<file path="src/rtl/hlba_pkg.sv">
// Package for the hardware lock bank allocator.
// Holds sizing constants, opcode and status codes, and the controller/datapath structs.
// No dependencies.
package hlba_pkg;

    localparam int NUM_LOCKS = 1024;
    localparam int IDX_W     = 10;
    localparam int IDX_LIMIT = 1 << IDX_W;
    localparam int USABLE    = (NUM_LOCKS < IDX_LIMIT) ? NUM_LOCKS : IDX_LIMIT;
    localparam int WORD_W    = 32;
    localparam int BIT_W     = 5;
    localparam int NUM_WORDS = (USABLE + WORD_W - 1) / WORD_W;
    localparam int ROW_W     = (NUM_WORDS > 1) ? $clog2(NUM_WORDS) : 1;
    localparam int OP_W      = 2;
    localparam int ST_W      = 2;
    localparam int IN_DATA_W  = 16;
    localparam int OUT_DATA_W = 16;

    localparam logic [ROW_W-1:0] LAST_ROW = ROW_W'(NUM_WORDS - 1);

    localparam logic [OP_W-1:0] OP_ALLOC  = 2'd0;
    localparam logic [OP_W-1:0] OP_TRY    = 2'd1;
    localparam logic [OP_W-1:0] OP_UNLOCK = 2'd2;
    localparam logic [OP_W-1:0] OP_FREE   = 2'd3;

    localparam logic [ST_W-1:0] ST_OK      = 2'd0;
    localparam logic [ST_W-1:0] ST_BUSY    = 2'd1;
    localparam logic [ST_W-1:0] ST_FULL    = 2'd2;
    localparam logic [ST_W-1:0] ST_UNALLOC = 2'd3;

    // Commands from the controller to the datapath.
    typedef struct packed {
        logic             accept;
        logic             rd_en;
        logic             rd_from_idx;
        logic [ROW_W-1:0] rd_row;
        logic             commit;
    } t_cmd;

    // Status from the datapath to the controller.
    typedef struct packed {
        logic is_alloc;
        logic dv;
        logic hit;
        logic last;
        logic out_free;
    } t_stat;

endpackage

</file>
<file path="src/rtl/hlba_ctrl.sv">
// Controller state machine for the lock bank allocator.
// Sequences the bitmap scan and single-entry updates; depends on hlba_pkg.
module hlba_ctrl (
    input  logic          i_clk,
    input  logic          i_rst_n,
    input  logic          i_s_tvalid,
    output logic          o_s_tready,
    input  hlba_pkg::t_stat i_stat,
    output hlba_pkg::t_cmd  o_cmd
);
    import hlba_pkg::*;

    localparam logic [1:0] S_IDLE = 2'd0;
    localparam logic [1:0] S_SCAN = 2'd1;
    localparam logic [1:0] S_RD   = 2'd2;
    localparam logic [1:0] S_FIN  = 2'd3;

    logic [1:0]       r_state, n_state;
    logic [ROW_W-1:0] r_scan, n_scan;
    logic             r_scan_done, n_scan_done;

    always_comb begin
        n_state     = r_state;
        n_scan      = r_scan;
        n_scan_done = r_scan_done;
        o_cmd       = '0;
        o_cmd.rd_row = r_scan;
        o_s_tready  = 1'b0;
        unique case (r_state)
            S_IDLE: begin
                o_s_tready = 1'b1;
                if (i_s_tvalid) begin
                    o_cmd.accept = 1'b1;
                    n_scan       = '0;
                    n_scan_done  = 1'b0;
                    // The opcode is only visible to the datapath after this edge,
                    // so decide the path in the next state.
                    n_state      = S_RD;
                end
            end
            S_RD: begin
                if (i_stat.is_alloc) begin
                    n_state = S_SCAN;
                end else begin
                    o_cmd.rd_en       = 1'b1;
                    o_cmd.rd_from_idx = 1'b1;
                    n_state           = S_FIN;
                end
            end
            S_SCAN: begin
                // Stop reading as soon as a word with a free bit, or the last word,
                // has been returned; the read register then holds that word.
                if (i_stat.dv && (i_stat.hit || i_stat.last)) begin
                    n_state = S_FIN;
                end else if (!r_scan_done) begin
                    o_cmd.rd_en = 1'b1;
                    if (r_scan == LAST_ROW) begin
                        n_scan_done = 1'b1;
                    end else begin
                        n_scan = r_scan + 1'b1;
                    end
                end
            end
            S_FIN: begin
                if (i_stat.out_free) begin
                    o_cmd.commit = 1'b1;
                    n_state      = S_IDLE;
                end
            end
            default: n_state = S_IDLE;
        endcase
    end

    always_ff @(posedge i_clk) begin
        if (!i_rst_n) begin
            r_state     <= S_IDLE;
            r_scan      <= '0;
            r_scan_done <= 1'b0;
        end else begin
            r_state     <= n_state;
            r_scan      <= n_scan;
            r_scan_done <= n_scan_done;
        end
    end

endmodule

</file>
<file path="src/rtl/hlba_dp.sv">
// Datapath for the lock bank allocator: bitmap memories, row valid bits,
// free-bit search, entry update and the result register. Depends on hlba_pkg.
module hlba_dp (
    input  logic                      i_clk,
    input  logic                      i_rst_n,
    input  logic [hlba_pkg::OP_W-1:0]  i_opcode,
    input  logic [hlba_pkg::IDX_W-1:0] i_lock_index,
    input  logic                      i_m_tready,
    input  hlba_pkg::t_cmd             i_cmd,
    output hlba_pkg::t_stat            o_stat,
    output logic                      o_out_valid,
    output logic [hlba_pkg::ST_W-1:0]  o_status,
    output logic [hlba_pkg::IDX_W-1:0] o_granted_index
);
    import hlba_pkg::*;

    // One row holds 32 entries; a row never written reads as all clear.
    logic [WORD_W-1:0] mem_alloc [NUM_WORDS];
    logic [WORD_W-1:0] mem_held  [NUM_WORDS];
    logic              r_row_valid [NUM_WORDS];

    logic [OP_W-1:0]   r_op;
    logic [IDX_W-1:0]  r_idx;
    logic [WORD_W-1:0] r_rd_alloc, r_rd_held;
    logic              r_rd_rv;
    logic [ROW_W-1:0]  r_rd_row_q;
    logic              r_dv;
    logic              r_out_valid;
    logic [ST_W-1:0]   r_out_status;
    logic [IDX_W-1:0]  r_out_granted;

    logic [ROW_W-1:0]  rd_row;
    logic [WORD_W-1:0] cur_alloc, cur_held, usable, free_bits;
    logic [BIT_W-1:0]  first_free, bit_sel;
    logic              hit, in_bank, a_bit, h_bit, wr_need;
    logic [WORD_W-1:0] n_alloc_word, n_held_word, sel_mask;
    logic [ST_W-1:0]   n_status;
    logic [IDX_W-1:0]  n_granted;

    assign rd_row = i_cmd.rd_from_idx ? ROW_W'(r_idx >> BIT_W) : i_cmd.rd_row;

    always_ff @(posedge i_clk) begin
        if (i_cmd.accept) begin
            r_op  <= i_opcode;
            r_idx <= i_lock_index;
        end
        if (i_cmd.rd_en) begin
            r_rd_alloc <= mem_alloc[rd_row];
            r_rd_held  <= mem_held[rd_row];
            r_rd_rv    <= r_row_valid[rd_row];
            r_rd_row_q <= rd_row;
        end
        if (i_cmd.commit && wr_need) begin
            mem_alloc[r_rd_row_q] <= n_alloc_word;
            mem_held[r_rd_row_q]  <= n_held_word;
        end
        if (i_cmd.commit) begin
            r_out_status  <= n_status;
            r_out_granted <= n_granted;
        end
    end

    always_ff @(posedge i_clk) begin
        if (!i_rst_n) begin
            r_dv        <= 1'b0;
            r_out_valid <= 1'b0;
            for (int r = 0; r < NUM_WORDS; r++) begin
                r_row_valid[r] <= 1'b0;
            end
        end else begin
            r_dv <= i_cmd.rd_en;
            if (i_cmd.commit) begin
                r_out_valid <= 1'b1;
            end else if (i_m_tready) begin
                r_out_valid <= 1'b0;
            end
            if (i_cmd.commit && wr_need) begin
                r_row_valid[r_rd_row_q] <= 1'b1;
            end
        end
    end

    assign cur_alloc = r_rd_rv ? r_rd_alloc : '0;
    assign cur_held  = r_rd_rv ? r_rd_held  : '0;

    always_comb begin
        for (int b = 0; b < WORD_W; b++) begin
            usable[b] = ((int'(r_rd_row_q) * WORD_W + b) < USABLE);
        end
        free_bits  = ~cur_alloc & usable;
        hit        = |free_bits;
        first_free = '0;
        for (int b = WORD_W - 1; b >= 0; b--) begin
            if (free_bits[b]) begin
                first_free = BIT_W'(b);
            end
        end
    end

    assign in_bank = (int'(r_idx) < USABLE);

    always_comb begin
        bit_sel      = (r_op == OP_ALLOC) ? first_free : r_idx[BIT_W-1:0];
        sel_mask     = WORD_W'(1) << bit_sel;
        a_bit        = cur_alloc[bit_sel];
        h_bit        = cur_held[bit_sel];
        n_alloc_word = cur_alloc;
        n_held_word  = cur_held;
        wr_need      = 1'b0;
        n_status     = ST_OK;
        n_granted    = '0;
        unique case (r_op)
            OP_ALLOC: begin
                if (hit) begin
                    n_alloc_word = cur_alloc | sel_mask;
                    n_held_word  = cur_held & ~sel_mask;
                    wr_need      = 1'b1;
                    n_granted    = IDX_W'({r_rd_row_q, first_free});
                end else begin
                    n_status = ST_FULL;
                end
            end
            OP_TRY: begin
                if (!in_bank || !a_bit) begin
                    n_status = ST_UNALLOC;
                end else if (h_bit) begin
                    n_status = ST_BUSY;
                end else begin
                    n_held_word = cur_held | sel_mask;
                    wr_need     = 1'b1;
                end
            end
            OP_UNLOCK: begin
                if (!in_bank || !a_bit) begin
                    n_status = ST_UNALLOC;
                end else begin
                    n_held_word = cur_held & ~sel_mask;
                    wr_need     = 1'b1;
                end
            end
            OP_FREE: begin
                if (in_bank) begin
                    n_alloc_word = cur_alloc & ~sel_mask;
                    n_held_word  = cur_held & ~sel_mask;
                    wr_need      = 1'b1;
                end
            end
            default: n_status = ST_OK;
        endcase
    end

    assign o_stat.is_alloc = (r_op == OP_ALLOC);
    assign o_stat.dv       = r_dv;
    assign o_stat.hit      = hit;
    assign o_stat.last     = (r_rd_row_q == LAST_ROW);
    assign o_stat.out_free = !r_out_valid || i_m_tready;

    assign o_out_valid     = r_out_valid;
    assign o_status        = r_out_status;
    assign o_granted_index = r_out_granted;

endmodule

</file>
<file path="src/rtl/hardware_lock_bank_allocator_top.sv">
// Top level of the hardware lock bank allocator.
// Instantiates hlba_ctrl and hlba_dp; depends on hlba_pkg.

// The block serves one request word at a time. Try-lock, unlock and free
// go through acceptance, one bitmap row read and an update per request
// word; the update waits while an earlier reply is still untaken, and the
// reply word is registered when the update commits. Allocate reads the
// allocated bitmap one 32-entry row per cycle until a row with a free
// entry, or the last row, has been returned, then updates the same way.
// Rows never written since reset read as all free, so no clearing pass runs
// after reset. A finished result sits in an output register, and the next
// request word is taken while it waits.
module hardware_lock_bank_allocator_top (
    input  logic                            i_clk,
    input  logic                            i_rst_n,
    input  logic                            i_s_tvalid,
    output logic                            o_s_tready,
    // [1:0] opcode, [11:2] lock_index, [15:12] zero
    input  logic [hlba_pkg::IN_DATA_W-1:0]  i_s_tdata,
    output logic                            o_m_tvalid,
    input  logic                            i_m_tready,
    // [1:0] status, [11:2] granted_index, [15:12] zero
    output logic [hlba_pkg::OUT_DATA_W-1:0] o_m_tdata
);
    import hlba_pkg::*;

    t_cmd              cmd;
    t_stat             stat;
    logic [ST_W-1:0]   status;
    logic [IDX_W-1:0]  granted_index;

    hlba_ctrl u_ctrl (
        .i_clk      (i_clk),
        .i_rst_n    (i_rst_n),
        .i_s_tvalid (i_s_tvalid),
        .o_s_tready (o_s_tready),
        .i_stat     (stat),
        .o_cmd      (cmd)
    );

    hlba_dp u_dp (
        .i_clk           (i_clk),
        .i_rst_n         (i_rst_n),
        .i_opcode        (i_s_tdata[OP_W-1:0]),
        .i_lock_index    (i_s_tdata[OP_W+IDX_W-1:OP_W]),
        .i_m_tready      (i_m_tready),
        .i_cmd           (cmd),
        .o_stat          (stat),
        .o_out_valid     (o_m_tvalid),
        .o_status        (status),
        .o_granted_index (granted_index)
    );

    assign o_m_tdata = {{(OUT_DATA_W - ST_W - IDX_W){1'b0}}, granted_index, status};

endmodule

</file>
<file path="config.mk">
export PLATFORM = sky130hd
export DESIGN_NAME = hardware_lock_bank_allocator_top
export DESIGN_NICKNAME = d
export VERILOG_FILES = /design/src/rtl/hlba_pkg.sv /design/src/rtl/hlba_ctrl.sv /design/src/rtl/hlba_dp.sv /design/src/rtl/hardware_lock_bank_allocator_top.sv
export SDC_FILE = /design/constraint.sdc
export NUM_CORES = 2
export LEC_CHECK = 0
export ABC_AREA = 1
export BUFFER_PORTS_ARGS = -buffer_cell sky130_fd_sc_hd__clkbuf_2
export CORE_MARGIN = 1.5
export CORE_UTILIZATION = 40
export CTS_CLUSTER_DIAMETER = 100
export CTS_CLUSTER_SIZE = 14
export DETAILED_ROUTE_END_ITERATION = 16
export PLACE_DENSITY = 0.58
export SYNTH_ARGS = -nofsm -noshare
export SYNTH_HDL_FRONTEND = slang
export SYNTH_SLANG_ARGS = --single-unit
</file>
<file path="constraint.sdc">
create_clock -name i_clk -period 11.1 [get_ports i_clk]
set_input_delay 0 -clock i_clk [delete_from_list [all_inputs] [get_ports i_clk]]
set_output_delay 0 -clock i_clk [all_outputs]
set_load 0.03 [all_outputs]
</file>
==> summary.md <==
| Metric | Value |
|---|---|
| Status | finished, final reports clean |
| Largest cells by area after synthesis | edfxtp_1, o21ai_0, nor2_1 |
| Hold bufs inserted after CTS | 30 |
| Die W | 473.0 um |
| EDFF count, synth | 2142 |
| Critical path class | flip-flop to flip-flop |
| Setup_tns | 0 ps |
| CTS tree | done |
| Pleak | 0.03168 uW |
| Final core utilization | 44.04% |
| Routed Antenna Nets | 0 |
| Cell variety after synth | 36 |
| I/O pin count | 38 |
| Reg clk slew, reported paths | 70 ps |
| Starting Density | 40.22% |
| Post-Synth Simple-Gate Area | 9.867% |
| Syn Area/Cell | 12.32 um2 |
| Routed via count | 58.83k |
| Core Region | 219700 um2 |
| Layout Nets | 7065 |
| All-Layer GR Usage | 22.85% |
| Yosys warning count | 0 |
| Total Die Area | 223800 um2 |
| Crit end category | flip-flop |
| Drt total wl | 261500 um |
| Share of the synthesized area in the top cell type | 72.78% |
| Synth cell count leaders | edfxtp_1, nor2_1, o21ai_0 |
| Die H | 473.0 um |
| Register bit total from synthesis | 2184 |
| Final hold vios | 0 |
| Proportion of synthesized area in mux cells | 0% |
| Drt pass-1 iters | 6 |
| Seq/Total Area, Yosys | 73.74% |
| Worst VDD drop | 297.0 uV |
| Fmax | 120.0 MHz |
| Largest net degree at the start of global routing | 179 |
| Final Cycle Share | 75.05% |
| Grt total ovfl | 0 |
| First-pass GRT wire length | 380400 um |
| Area grow syn2layout | 9.492% |
| Drt wl/cell | 26.10 um |
| Min Tclk post-route | 8331 ps |
| Vias per Instance | 5.873 |
| M1 wire length | 113800 um |
| Pwr/cell area | 256.6 nW/um2 |
| Max Clock Skew | 46.54 ps |
| Most common cell in the netlist | edfxtp_1 |
| Synthesized-area fraction occupied by xor and xnor cells | 0% |
| Clk_lat worst skew | 860 ps |
| Worst Path Arrival | 8800 ps |
| Main combinational cell family by area after synthesis | compound AO/OA/AOI/OAI gates |
| Synth Flop Type | edfxtp_1 |
| Number of DRC markers in iteration 0 | 7099 |
| Adder-cell area share of the yosys netlist | 0.1416% |
| Post-CTS resize count | 0 |
| Slew Limit Fails | 0 |
| Max clock buf depth | 3 |
| DRC Markers | 0 |
| Synth async-reset ratio | 0% |
| Vias in the first global route | 55.36k |
| Cell Area, Synth | 88370 um2 |
| Max Cap Violations | 0 |
| Cells after synthesis | 7171 |
| Placer congestion estimate | 0.9632 |
| # H-tree levels | 4 |
| # port buffers | 29 |
| Top routing layer used | met5 |
| FP Rows | 172 |
| Inserted Clock Buffers | 174 |
| RSZ-0062 raised after global routing | false |
| Post-synth top area cell | edfxtp_1 |
| Met3 wire len | 20010 um |
| Worst EP required | 11570 ps |
| Postcts setup bufs | 0 |
| Initial antenna violation count | 4 |
| Dpl hpwl | 133700 um |
| Final setup violation count | 0 |
| Post-synthesis compound-gate area fraction | 13.32% |
| Sink Count | 2184 |
| Crit Path Max Fanout | 42 |
| Worst Tran Pin Value | 1296 ps |
| Share of cells above drive strength 1 | 6.192% |
| Clock tree root driver cell | clkbuf_16 |
| HP Class | primary input to flip-flop |
| Slew HR | 13.34% |
| Met2 wire length | 121800 um |
| Worst setup SP type | flip-flop |
-- worst max-delay path, stage by stage (launching register included) --
cell and delay (ps):
edfxtp_1 990, buf_4 410, nand2_1 150, nor2_1 200, nand2_1 140, nor2_1 130, nor2_1 50, o21bai_1 160
a311oi_1 170, a21oi_2 140, buf_4 280, clkinv_1 580, nand4_1 300, nand2_1 80, nor2_1 120, nand2_1 90
nand2_2 180, nand2_1 90, nand2_2 450, nand3_4 360, nand2_4 450, nand2_4 570, nor3_4 350, buf_4 830
buf_4 550
-- placed cells by master (no fill, tap or decap), types with 9 or more instances in the layout --
cell,n
edfxtp_1,2142
nor2_1,1420
o21ai_0,1363
o22ai_1,564
nand2_1,552
clkbuf_16,174
buf_4,135
inv_1,130
nand3_1,96
o221ai_1,62
nand4_1,52
o211ai_1,48
dfxtp_1,42
a21oi_1,38
nor3_4,30
dlygate4sd3_1,30
clkbuf_2,29
a31oi_1,24
nor3_1,19
buf_12,17
ha_1,9
-- cells by family after synthesis --
group / after synthesis
buffers and inverters: 666
AND/OR/NAND/NOR: 2184
adder cells (fa/ha/maj): 10
flip-flops: 2184
AO/OA/AOI/OAI: 2126
other: 1
-- final timing paths --
check / from / to / slack (ps) / depth (start not counted)
worst max-delay path: u_dp.r_rd_rv$_DFFE_PP_ / u_dp.mem_held[24][17]$_DFFE_PP_ / 2770 / 24
worst min-delay path: i_s_tvalid / u_ctrl.r_scan[2]$_SDFFE_PN0P_ / 190 / 5
worst max register to register: u_dp.r_rd_rv$_DFFE_PP_ / u_dp.mem_held[24][17]$_DFFE_PP_ / 2770 / 24
worst min register to register: u_dp.r_row_valid[21]$_DFF_P_ / u_dp.r_row_valid[21]$_DFF_P_ / 440 / 2
-- sequential cells by signal, indices dropped and copies added (netlist names) --
name / count
u_dp.r_rd_rv: 1
u_dp.o_out_valid: 1
u_dp.r_rd_row_q: 5
u_dp.r_rd_alloc: 32
u_dp.r_dv: 1
u_dp.o_granted_index: 10
u_dp.r_idx: 10
u_dp.o_status: 2
u_dp.r_rd_held: 32
u_dp.r_op: 2
u_dp.mem_held: 1024
u_ctrl.r_scan_done: 1
u_dp.mem_alloc: 1024
u_ctrl.r_state: 2
u_ctrl.r_scan: 5
u_dp.r_row_valid: 32
-- final cells by class --
type	count	area [um2]
clock buffer	182	4384
sequential	2184	65160
antenna	3	7.507
inverter	140	555.5
clock inverter	16	219.0
fill	19830	123000
timing repair buffer	211	1799
tap	2958	3701
multi-input combinational	4324	20930
-- layer usage --
metal	global-route usage, %	up-vias
met5	0	-
met4	5.807	2
met3	2.902	341
met2	36.50	2526
met1	33.08	29910
li1	-	26060
-- where the power goes --
part	internal, uW	switching [uW]	total [uW]
sequential	10300	113	10400
combinational	2100	6720	8820
clock	2820	2780	5600
-- stage by stage --
stage	cell area, um2	power [uW]	cells	worst slack (ps)	hold WS [ps]
after floorplan	88380	16020	7174	3316	98.87
after global placement	91850	19180	9787	2925	183.3
after detailed placement	91850	19290	9787	2885	182.4
after CTS	96750	24850	10020	2863	160.6
after global routing	96760	25980	10020	2415	230.8
final	96760	24830	10020	2769	194.0
No activity file was read; power rests on OpenSTA's default activity.
